===== src/rtl/core/tcw_pkg.sv =====
package tcw_pkg;

    // Screen geometry.
    localparam int COLUMNS     = 80;
    localparam int ROWS        = 25;
    localparam int CELL_COUNT  = COLUMNS * ROWS;
    // Cells below the bottom row's base are copied during a scroll.
    localparam int COPY_COUNT  = (ROWS - 1) * COLUMNS;
    localparam int ADDR_W      = $clog2(CELL_COUNT);

    // Field widths.
    localparam int FUNC_W = 2;
    localparam int CHAR_W = 8;
    localparam int COL_W  = 7;
    localparam int ROW_W  = 5;
    localparam int CELL_W = 16;

    localparam logic [CHAR_W-1:0] ATTR_NORMAL  = 8'h07;
    localparam logic [CELL_W-1:0] BLANK_CELL   = 16'h0720;
    localparam logic [CHAR_W-1:0] CH_NEWLINE   = 8'd10;
    localparam logic [CHAR_W-1:0] CH_BACKSPACE = 8'd8;

    typedef enum logic [FUNC_W-1:0] {
        FN_PUT_CURSOR = 2'd0,
        FN_PUT_POS    = 2'd1,
        FN_CLEAR      = 2'd2,
        FN_READ       = 2'd3
    } t_func;

    typedef struct packed {
        logic [FUNC_W-1:0] func;
        logic [CHAR_W-1:0] char_code;
        logic [COL_W-1:0]  col;
        logic [ROW_W-1:0]  row;
    } t_in_item;

    typedef struct packed {
        logic [COL_W-1:0]  cursor_col;
        logic [ROW_W-1:0]  cursor_row;
        logic [CELL_W-1:0] cell_data;
        logic              scrolled;
    } t_out_item;

    // Controller to datapath.
    typedef struct packed {
        logic take_item;
        logic exec;
        logic sweep;
        logic load_out;
    } t_dp_cmd;

    // Datapath to controller.
    typedef struct packed {
        logic need_sweep;
        logic sweep_last;
    } t_dp_status;

    function automatic logic [ADDR_W-1:0] cell_addr(input logic [ROW_W-1:0] r,
                                                    input logic [COL_W-1:0] c);
        return ADDR_W'(r) * ADDR_W'(COLUMNS) + ADDR_W'(c);
    endfunction

endpackage


===== src/rtl/core/tcw_ctrl.sv =====
module tcw_ctrl import tcw_pkg::*; (
    input  logic       i_clk,
    input  logic       i_rst_n,
    input  logic       i_in_valid,
    output logic       o_in_stall,
    output logic       o_out_valid,
    input  logic       i_out_stall,
    input  t_dp_status i_status,
    output t_dp_cmd    o_cmd
);

    typedef enum logic [4:0] {
        ST_INIT  = 5'b00001,
        ST_IDLE  = 5'b00010,
        ST_EXEC  = 5'b00100,
        ST_SWEEP = 5'b01000,
        ST_DONE  = 5'b10000
    } t_state;

    t_state r_state;
    t_state n_state;
    logic   r_out_valid;
    logic   n_out_valid;
    logic   out_free;

    assign out_free = !r_out_valid || !i_out_stall;

    always_comb begin
        n_state = r_state;
        o_cmd   = '0;
        case (r_state)
            ST_INIT: begin
                o_cmd.sweep = 1'b1;
                if (i_status.sweep_last) begin
                    n_state = ST_IDLE;
                end
            end
            ST_IDLE: begin
                if (i_in_valid) begin
                    o_cmd.take_item = 1'b1;
                    n_state         = ST_EXEC;
                end
            end
            ST_EXEC: begin
                o_cmd.exec = 1'b1;
                n_state    = i_status.need_sweep ? ST_SWEEP : ST_DONE;
            end
            ST_SWEEP: begin
                o_cmd.sweep = 1'b1;
                if (i_status.sweep_last) begin
                    n_state = ST_DONE;
                end
            end
            ST_DONE: begin
                if (out_free) begin
                    o_cmd.load_out = 1'b1;
                    n_state        = ST_IDLE;
                end
            end
            default: begin
                n_state = ST_INIT;
            end
        endcase
    end

    always_comb begin
        n_out_valid = r_out_valid;
        if (o_cmd.load_out) begin
            n_out_valid = 1'b1;
        end else if (!i_out_stall) begin
            n_out_valid = 1'b0;
        end
    end

    always_ff @(posedge i_clk) begin
        if (!i_rst_n) begin
            r_state     <= ST_INIT;
            r_out_valid <= 1'b0;
        end else begin
            r_state     <= n_state;
            r_out_valid <= n_out_valid;
        end
    end

    assign o_in_stall  = (r_state != ST_IDLE);
    assign o_out_valid = r_out_valid;

    a_accept_to_exec: assert property (@(posedge i_clk) disable iff (!i_rst_n)
        (i_in_valid && !o_in_stall) |=> (r_state == ST_EXEC))
        else $error("accepted transaction not executed");

    a_sweep_ends: assert property (@(posedge i_clk) disable iff (!i_rst_n)
        (r_state == ST_SWEEP && i_status.sweep_last) |=> (r_state == ST_DONE))
        else $error("sweep did not finish into result stage");

endmodule


===== config.mk =====
export PLATFORM = sky130hd
export DESIGN_NAME = tcw_ctrl
export DESIGN_NICKNAME = d
export VERILOG_FILES = /design/src/rtl/core/tcw_pkg.sv /design/src/rtl/core/tcw_ctrl.sv
export SDC_FILE = /design/constraint.sdc
export NUM_CORES = 1
export LEC_CHECK = 0
export BUFFER_PORTS_ARGS = -buffer_cell sky130_fd_sc_hd__buf_2
export CAP_MARGIN = 20
export CORE_AREA = 8 8 45 47
export CTS_BUF_LIST = sky130_fd_sc_hd__clkbuf_16
export DETAILED_ROUTE_END_ITERATION = 8
export DIE_AREA = 0 0 53 55
export GPL_TIMING_DRIVEN = 0
export PLACE_DENSITY = 0.52
export SYNTH_ARGS = -nofsm -noshare
export SYNTH_HDL_FRONTEND = slang
export SYNTH_SLANG_ARGS = --single-unit
export TNS_END_PERCENT = 100

===== constraint.sdc =====
create_clock -name i_clk -period 1.5 [get_ports i_clk]
set_clock_uncertainty 0.2 [all_clocks]
set_input_delay 0.15 -clock i_clk [delete_from_list [all_inputs] [get_ports i_clk]]
set_output_delay 0.15 -clock i_clk [all_outputs]
set_load 0.02 [all_outputs]

Word level (Yosys, flattened, before mapping)
Cells that the tools add are included. W data, S select, Z words.

Register bits after elaboration: 6. Bits of input ports: 6. Output and inout port bits: 6. Word-level logic and storage cells: 32.

Equal/unequal tests: 11. Mux-type cells: 14. Reductions and logical operators: 5.

Operators with widths (count): $mux W5 (5); $pmux W5 S5 (1); $mux W1 (8); $ne A2 B2 Y1 const B (4); $eq A5 B1 Y1 const B (1); $eq A5 B2 Y1 const B (1); $eq A5 B3 Y1 const B (1); $eq A5 B4 Y1 const B (1); $eq A5 B5 Y1 const B (1); $ne A5 B2 Y1 const B (1); $reduce_and A4 Y1 (1); $logic_not A1 Y1 (2); $ne A2 B1 Y1 const B (1); $reduce_or A2 Y1 (1); $logic_or A1 B1 Y1 (1).

Depth between registers and ports, before layout
Gate-level depths: netlist of the first run.

Depth in word-level cells: 5. Depth in mapped cells: 5. Gate-level depth less buffers: 4.

Worst setup path before layout of the first run
OpenSTA, ideal clock, no wires.

Path kind: register to output. From: register r_state[0]. To: output port o_cmd[1] (netlist bit). Arrival: 1.218 ns. Required time: 1.150 ns. Slack: -0.068 ns. Cell stages (with the launch flop): 4. Buffers on the path: 1. Cell sequence: dfxtp_1 buf_4 xnor2_2 nor4_1.

RTL lines: start: declaration (RTL line tcw_ctrl.sv:20) `t_state r_state;`; start signal: assignment (RTL line tcw_ctrl.sv:80) `r_state <= n_state;`; end: declaration (RTL line tcw_ctrl.sv:9) `output t_dp_cmd o_cmd`.

==> metrics.md, run 1 <==
| Metric | Value |
|---|---|
| Power per cell area | between 1000 and 1500 mW/mm² |
| Worst Path Buf+Inv | 2 |
| # setup viols final | 6 |
| Mapped Cells | 50 |
| Final Cycle Share | 109% |
| Avg Cell Area, Syn | 9.21 µm² |
| FP Rows | 14 |
| Clock buffer depth | 2 |
| Clk sink count | 6 |
| Family with the most delay on the worst path | simple AND/OR/NAND/NOR gates |
| Die ar. | 0.00292 mm² |
| Synth Net Count | 56 |
| Final hold slack | 20.1 ps |
| Cts bufs inserted | 3 |
| H-tree Lvls | 1 |
| Worst Hold Class | in2reg |
| Final net count | 80 |
| RSZ-0062 raised after global routing | true |
| Area Overhead vs Synth | 73.1% |
| Die width | between 50 and 60 µm |
| Final min period | 1630 ps |
| WP data arrival | 1280 ps |
| Initial core utilization | 33.3% |
| Post-DR vias/cell | 4.99 |
| EDFF count, synth | 0 |
| Slowest CP cell | dfxtp_2 |
| Final Slew Violations | 0 |
| Final setup TNS | -385 ps |
| Die Height | 55 µm |
| Dpl hpwl | 736 µm |
| DRC viols | 0 |
| Static leakage | approximately 0.33 nW |
| CP max FO | 4 |
| N_diodes | 0 |
| Worst-path clk slew | 30 ps |
| Synth cell types | 32 |
| Critical path class | reg2out |
| Total track usage | between 9 and 10% |
| Peak supply drop | 0.000797 V |
| Fillers | between 100 and 150 |
| I/O pin count | 12 |
| Main combinational cell family by area after synthesis | simple AND/OR/NAND/NOR gates |
| Worst path max stage delay | 320 ps |
| Adder-cell share of the synthesized area | 0% |
| # Max-Cap Violations | 0 |
| Core region area | ~0.0014 mm² |
| Starting DRT DRC Count | 10 |
| Congestion Overflow GR | 0 |
| Post-synthesis compound-gate area fraction | 15.8% |
| Synth Cell Area | 460 µm² |
| Most common cell after layout, fill and taps aside | buf_4 |
| Status | complete, but fails checks |
| Worst-margin pin slew | 228 ps |
| Post-synth top area share | 26.1% |
| Synth top area cells | dfxtp_1 26%, buf_4 6.5%, buf_6 4.9%, nor4_4 4.6%, xnor2_2 3.5% |
| Mux contribution to synthesized area | 4.62% |
| Critical path, cell by cell | buf_6, nor3_4, and3b_2, and2_4, buf_6 |
| FFs w/ async S/R, synth | 0% |
| Failing checks | setup timing |
| Most used cell along the critical path | buf_6 |
| Worst slew margin | 84.6% |
| Vias in the first global route | between 400 and 500 |
| First-pass GRT wire length | roughly 2.0 mm |
| Data required time of the critical path | 1150 ps |
| Vias | 439 |
| Yosys warns | 0 |
| Setup crit end kind | output pin |
| Initial antenna violation count | 0 |
| Share of layout cells above drive strength 1 | 70.8% |
| Cell taking the most area after synthesis | dfxtp_1 |
| Final WL | 1.34 mm |
| Achievable Freq | 614 MHz |
| Number of synthesized register bits | 6 |
| Worst setup SP type | flip-flop |
| Largest net degree at the start of global routing | 10 |
| Post-Synth Simple-Gate Area | 35.9% |
| Post-Synth XOR/XNOR Area | around 5.4% |
| CTS root buf | clkbuf_16 |
| Register area share after synthesis | 26.1% |
| Fin. Hold Viols | 0 |
| Antenna viol nets, final | 0 |
| Post-route worst setup slack | -130 ps |
| Clock Latency Late Sink | 230 ps |
| CTS tree | yes |
| Most frequent cells in the layout | 9 x buf_4, 7 x buf_6, 6 x buf_2 |
| Gpl congestion | 0.724 |
| Port bufs | 11 |
| Routed WL per cell | 15.2 µm |
| DR pass1 iterations | 4 |
| Post-synth top flop | dfxtp_1 |
==> registers in the layout, indices dropped and copies added, names as in the netlist <==
| signal | flops |
|---|---|
| o_out_valid | 1 |
| r_state | 5 |
==> through the flow <==
step                cell area, µm²  instances  utilization [%]  setup WS (ps)  total power, W
floorplan                      467         50                -           81.0        0.000461
global placement               542         77             39.2           1.00        0.000524
detailed placement             542         77             39.2          -20.2        0.000523
CTS                            771         90             55.7           -144         0.00108
global route                   797         88             57.6           -172         0.00116
finish                         797         88             57.6           -130         0.00111
==> metal layers <==
metal,GRT usage (%),part of all wire (%)
met5,0,0
met3,4.28,4.7
met2,15.4,52
met4,6.47,2.5
met1,10.5,41
==> final timing paths <==
check	from	endpoint	depth (start not counted)	slack, ps
worst max-delay path	r_state[3]	o_cmd[3]	5	-130
worst min-delay path	i_out_stall	o_out_valid	3	20
worst max register to register	r_state[1]	r_state[4]	5	-10
worst min register to register	o_out_valid	o_out_valid	2	310
==> synth_stat cells (2+ instances only) <==
cell     n
dfxtp_1  6
buf_4    4
nand2_1  4
nor2_1   4
buf_6    2
nand3_1  2
nor3_1   2
o21ai_0  2
==> cell type report <==
class                      instances  area (µm²)  share of cell area (%)
sequential                         6         129                    16.2
inverter                           1        3.75                   0.471
tap                               16        20.0                    2.51
clock buffer                       3        75.1                    9.42
buffer                             4        41.3                    5.18
multi-input combinational         37         353                    44.3
timing repair buffer              21         175                    22.0
==> repair_timing <==
item	in CTS	in global routing
gates resized for setup	18	15
pin swaps	5	4
endpoints found under the setup margin	5	8
hold endpoints to repair	2	0
setup buffers	8	2
hold buffers	2	0
==> worst reg2reg max path, stage by stage, from the launching register on <==
cell and delay [ps]:
dfxtp_1 300, buf_6 140, nor4_4 290, nor2b_4 220, a21o_4 120, mux2i_1 160
==> where the power goes <==
group	total (W)	switching [W]	leakage (nW)	internal, W
registers	0.000211	0.0000277	0.0503	0.000184
clock network	0.000436	0.0000937	0.0370	0.000342
logic	0.000465	0.000211	0.246	0.000254
total	0.00111	0.000332	0.333	0.000781
==> cells by family after synthesis <==
family                 count (synthesis)
buffers and inverters                  7
multiplexers                           2
XOR/XNOR                               2
AND/OR/NAND/NOR                       24
AO/OA/AOI/OAI                          9
flip-flops                             6
(Power assumes the default switching activity.)
==> run 2, diff against run 1 <==
CELL_PAD_IN_SITES_DETAIL_PLACEMENT = 2   (was default)
CELL_PAD_IN_SITES_GLOBAL_PLACEMENT = 2   (was default)
CORE_AREA = default   (was 8 8 45 47)
CORE_MARGIN = 8   (was default)
CORE_UTILIZATION = 28   (was default)
DIE_AREA = default   (was 0 0 53 55)
PLACE_DENSITY = 0.68   (was 0.52)
==> run 2 against run 1 <==
Effect of this change:
- the flow still finishes with violations (setup timing)
- cell count rose by 3.4%
- non-clock buffer count rose by 3
- highest routed layer is now met3
- via count rose by 10%
- critical path depth did not move
- largest cell class unchanged
==> metrics.md, run 2 (synthesized netlist as in run 1, its figures left out) <==
| Metric | Value |
|---|---|
| Status | complete, but fails checks |
| Failing checks | setup timing |
| Peak supply drop | 0.00108 V (+36%) |
| Area Overhead vs Synth | 76.9% |
| Congestion Overflow GR | 0 (unchanged) |
| R2R depth | 5 (unchanged) |
| Final min period | 1670 ps (+36.2 ps) |
| Area of placed instances | 542 µm² (unchanged) |
| Fin. Hold Viols | 0 (unchanged) |
| WP data arrival | 1320 ps (+40 ps) |
| FP Rows | 14 (unchanged) |
| Data required time of the critical path | 1150 ps (about the same) |
| Share of layout cells above drive strength 1 | 69.3% (-1.5 points) |
| Power per cell area | 1370 mW/mm² (-1.8%) |
| Top reg by flops | r_state |
| Cts bufs inserted | 3 (unchanged) |
| I/O pin count | 12 (unchanged) |
| Met2 wire length | 957 µm (+39%) |
| Critical path, cell by cell | buf_6, nor3_4, and3b_2, and2_4, buf_6 |
| Final WL | 1.74 mm (+30%) |
| Vias in the first global route | 555 (+28%) |
| Final setup TNS | -598 ps (-213 ps) |
| Worst-path clk slew | 30 ps (about the same) |
| Worst setup SP type | flip-flop |
| R2R Path End | r_state[4] |
| Static leakage | 0.349 nW (+4.9%) |
| Largest net degree at the start of global routing | 10 (unchanged) |
| CTS tree | yes |
| Final Slew Violations | 0 (unchanged) |
| Worst Hold Path EP | r_state[3] |
| First-pass GRT wire length | 2.77 mm (+37%) |
| Gpl congestion | 0.707 (-2.4%) |
| Vias | 484 (+10%) |
| Dpl hpwl | 928 µm (+26%) |
| Fillers | 162 (+40%) |
| Most used cell along the critical path | buf_6 |
| Achievable Freq | 600 MHz (-2.2%) |
| Most common cell after layout, fill and taps aside | buf_4 |
| Worst hold stages | 3 (unchanged) |
| Die ar. | 0.00320 mm² (+9.7%) |
| Post-DR vias/cell | 5.32 (+6.6%) |
| N_diodes | 0 (unchanged) |
| DRT met1 WL | 714 µm (+30%) |
| Met3 WL | 70 µm (+11%) |
| Initial core utilization | 30.2% (-3.1 points) |
| DRC viols | 0 (unchanged) |
| Starting DRT DRC Count | 7 (-3) |
| # setup viols final | 7 (+1) |
| Final Util | 53.4% (-4.1 points) |
| Routed WL per cell | 19.1 µm (+26%) |
| DR pass1 iterations | 4 (unchanged) |
| Initial antenna violation count | 0 (unchanged) |
| Final Cycle Share | 111% (+2.4 points) |
| Clock Latency Late Sink | 230 ps (about the same) |
| Worst-margin pin slew | 264 ps (+36.0 ps) |
| Register Area | 121 µm² (-5.8%) |
| Final instance area | 815 µm² (+2.2%) |
| DR top layer | met3 |
| Worst Hold Class | in2reg |
| R2R Setup Slk | -30 ps (-20 ps) |
| Setup crit end kind | output pin |
| Worst path max stage delay | 300 ps (-20 ps) |
| Antenna viol nets, final | 0 (unchanged) |
| Clk sink count | 6 (unchanged) |
| Post-route worst setup slack | -166 ps (-36.2 ps) |
| Worst slew margin | 82.2% (-2.4 points) |
| Die width | 56.6 µm (+6.7%) |
| Most frequent cells in the layout | 12 x buf_4, 8 x buf_6, 6 x buf_2, 5 x dfxtp_1 |
| Final net count | 83 (+3.8%) |
| Clock buffer depth | 2 (unchanged) |
| # Max-Cap Violations | 0 (unchanged) |
| Reg-to-Reg Start | r_state[4] |
| CTS root buf | clkbuf_16 |
| Slowest CP cell | dfxtp_1 |
| Die Height | 56.6 µm (+2.8%) |
| Port bufs | 11 (unchanged) |
| Hold wc startpoint | i_status[1] |
| Critical path class | reg2out |
| RSZ-0062 raised after global routing | true |
| CP max FO | 6 (+2) |
| Multi-input gate area | 364 µm² (+3.2%) |
| H-tree Lvls | 1 (unchanged) |
| Core region area | 0.00152 mm² (+10%) |
| Total track usage | 11.0% (+1.2 points) |
| Max reg flops | 5 (unchanged) |
==> run 2: worst max-delay path, delay by kind of cell (launching register included) <==
kind                   cells  cell delay (ps)
buffers and inverters      2              240
and+or+nand+nor            3              550
DFF                        1              300
==> run 2: repair_timing <==
action / CTS / global route
hold buffers: 2 / 0
pin swaps: 8 / 3
hold endpoints to repair: 2 / 0
setup endpoints to repair: 6 / 10
resized for setup: 22 / 9
setup buffers: 7 / 3
==> run 2: area by class of cell <==
type                            count  share of cell area (%)
Buffer                              5                    6.45
Clock buffer                        3                    9.22
Inverter                            1                   0.461
Multi-Input combinational cell     37                    44.7
Sequential cell                     6                    14.9
Tap cell                           16                    2.46
Timing Repair Buffer               23                    21.8
==> run 2: per-layer routing <==
layer	vias to the layer above	track usage (%)
li1	225	-
met1	246	10.8
met2	13	21.0
met3	0	4.94
met4	0	1.03
met5	-	0
==> run 2: how the worst max path moves through the flow <==
stage          startpoint    endpoint  slack, ps  cells after the start
2_1_floorplan  r_state[3]  r_state[3]         80                      5
3_3_place_gp   r_state[3]    o_cmd[3]        -10                      5
3_5_place_dp   r_state[3]    o_cmd[3]        -20                      5
4_1_cts        r_state[4]    o_cmd[3]       -150                      5
5_1_grt        r_state[0]    o_cmd[3]       -230                      5
6_report       r_state[0]    o_cmd[3]       -170                      5
==> run 2: report_power, final <==
group	internal, W	switching [W]
sequential	0.000180	0.00000833
clock	0.000342	0.0000850
combinational	0.000254	0.000248
==> run 2: metrics by stage <==
stage                     total power (W)  hold WS [ps]  cells  setup slack, ps
after floorplan                  0.000461          28.4     50             81.0
after global placement           0.000530           203     77            -10.2
after detailed placement         0.000536           205     77            -16.9
after CTS                         0.00104          33.6     89             -152
after global routing              0.00117          69.1     91             -229
final                             0.00112          32.6     91             -166
==> run 3, diff against run 2 <==
SETUP_SLACK_MARGIN = 0.4   (was default)
==> run 3 against run 2 <==
Effect of this change:
- sequential share of layout area down 0.26 points
- clock-buffer cell count unchanged
- core utilization up 2.1 points
- largest power group unchanged
- setup slack worse by 33 ps
- routed wire length up 26%
- maximum frequency down 2.0%
- sequential cell count unchanged
- die area unchanged
- sequential power about the same
- the flow finishes with violations (hold timing, setup timing)
==> metrics.md, run 3 (synthesized netlist as in run 1, its figures left out) <==
| Metric | Value |
|---|---|
| Die Height | 56.6 µm (unchanged) |
| Final min period | 1700 ps (+33.2 ps) |
| Max reg flops | 5 (unchanged) |
| Vias in the first global route | 558 (+0.54%) |
| Worst Hold Class | in2reg |
| Slowest CP cell | dfxtp_1 |
| Core region area | 0.00152 mm² (unchanged) |
| Vias | 488 (+0.83%) |
| Data required time of the critical path | 1460 ps (+310 ps) |
| # Max-Cap Violations | 0 (unchanged) |
| Critical path, cell by cell | buf_6, buf_4, buf_4, or2b_1, o22ai_2, a21o_4, mux2i_1 |
| H-tree Lvls | 1 (unchanged) |
| Die width | 56.6 µm (unchanged) |
| Setup crit end kind | flip-flop |
| Register Area | 124 µm² (+2.1%) |
| Post-route worst setup slack | -199 ps (-33.2 ps) |
| Final Slew Violations | 0 (unchanged) |
| RSZ-0062 raised after global routing | true |
| Congestion Overflow GR | 0 (unchanged) |
| Fillers | 150 (-7.4%) |
| Fin. Hold Viols | 1 (+1) |
| # hold bufs at CTS | 1 (-1) |
| Status | complete, but fails checks |
| Final setup TNS | -1300 ps (-706 ps) |
| Seq pwr share | 15.6% (-1.3 points) |
| Worst-margin pin slew | 369 ps (+105 ps) |
| Clock Latency Late Sink | 230 ps (about the same) |
| Total track usage | 12.9% (+1.8 points) |
| R2R Setup Slk | -200 ps (-170 ps) |
| Initial antenna violation count | 0 (unchanged) |
| Multi-input gate area | 343 µm² (-5.8%) |
| Comb pwr share | 48.0% (+3.1 points) |
| Clock buffer depth | 2 (unchanged) |
| Failing checks | hold timing, setup timing |
| Cts bufs inserted | 3 (unchanged) |
| CTS tree | yes |
| Critical path class | reg2reg |
| Final hold slack | -8.66 ps (-41.3 ps) |
| Net Sw Frac | 32.1% (+1.6 points) |
| Peak supply drop | 0.00107 V (-1.4%) |
| DR pass1 iterations | 3 (-1) |
| Post-DR vias/cell | 5.19 (-2.4%) |
| Area Overhead vs Synth | 83.7% |
| # setup viols final | 9 (+2) |
| Achievable Freq | 589 MHz (-2.0%) |
| Clock Power Share | 36.4% (-1.8 points) |
| CP max FO | 4 (-2) |
| Clk sink count | 6 (unchanged) |
| Static leakage | 0.370 nW (+5.9%) |
| CTS root buf | clkbuf_16 |
| Largest net degree at the start of global routing | 10 (unchanged) |
| Worst slew margin | 75.2% (-7.0 points) |
| Worst-path clk slew | 30 ps (about the same) |
| First-pass GRT wire length | 3.13 mm (+13%) |
| N_diodes | 0 (unchanged) |
| Power per cell area | 1440 mW/mm² (+5.3%) |
| NetSw | 0.000392 W (+15%) |
| Die ar. | 0.00320 mm² (unchanged) |
| DRC viols | 0 (unchanged) |
| Most used cell along the critical path | buf_4 |
| Share of layout cells above drive strength 1 | 67.9% (-1.4 points) |
| Final Util | 55.5% (+2.1 points) |
| Starting DRT DRC Count | 5 (-2) |
| Dpl hpwl | 970 µm (+4.4%) |
| FP Rows | 14 (unchanged) |
| Most frequent cells in the layout | 12 x buf_6, 12 x buf_4, 5 x buf_2, 4 x nand2_1 |
| I/O pin count | 12 (unchanged) |
| Worst path max stage delay | 300 ps (about the same) |
| Port bufs | 11 (unchanged) |
| Antenna viol nets, final | 0 (unchanged) |
| Internal power | 0.000829 W (+6.9%) |
| Routed WL per cell | 23.3 µm (+22%) |
| Gpl congestion | 0.658 (-6.9%) |
| WP data arrival | 1660 ps (+340 ps) |
| Final WL | 2.19 mm (+26%) |
| Top reg by flops | r_state |
| Final net count | 86 (+3.6%) |
| Initial core utilization | 30.2% (unchanged) |
| Final Cycle Share | 113% (+2.2 points) |
| Worst setup SP type | flip-flop |
[run 3: changes by cell type in the layout (fill, tap and decap cells not counted), sizes merged]
cell	delta
buf	+4
dlygate4sd3	-1
[run 3: area by class of cell]
class / count / share of cell area, %
clock buffers: 3 / 8.88
multi-input cells: 37 / 40.5
well taps: 16 / 2.37
flip-flops and latches: 6 / 14.6
repair buffers: 25 / 25.6
inverters: 1 / 0.444
plain buffers: 6 / 7.54
[run 3: path summary, 6_finish.rpt]
kind                             startpoint           to  cells past startpoint
worst max register to register   r_state[4]   r_state[4]                      7
worst max-delay path             r_state[4]   r_state[4]                      7
worst min-delay path             i_in_valid   r_state[1]                      2
worst min register to register  o_out_valid  o_out_valid                      2
[run 3: power groups by stage]
stage	combinational, W	sequential (W)	clock, W
after global placement	0.000350	0.000190	0
final	0.000586	0.000191	0.000445
after global routing	0.000612	0.000192	0.000456
after floorplan	0.000281	0.000190	0
after detailed placement	0.000360	0.000191	0
after CTS	0.000513	0.000189	0.000446
[run 3: what timing repair did]
item / 4_1_cts / 5_1_grt
gates resized for setup: 21 / 3
setup endpoints to repair: 12 / 11
pin swaps: 9 / 3
endpoints found under the hold margin: 2 / 1
setup buffers: 11 / 2
[run 3: metal layers]
metal	vias up	track usage [%]	share of wire (%)
li1	232	-	-
met2	7	21.9	52
met3	2	5.39	3.7
met4	0	3.09	0.73
met5	-	0	0
met1	247	14.2	43
[run 3: metrics by stage]
stage	setup slack, ps	cell area (µm²)	total power (W)	std cells
after floorplan	133	483	0.000471	50
after global placement	-2.21	558	0.000540	77
after detailed placement	-11.1	558	0.000550	77
after CTS	-165	825	0.00115	92
after global routing	-258	846	0.00126	94
final	-199	846	0.00122	94
[run 3: worst max-delay path: cells and delay by family, from the launching register on]
kind            cells  cell delay [ps]
mux                 1              170
buf+inv             3              390
simple gates        1              230
flops               1              300
compound gates      2              340
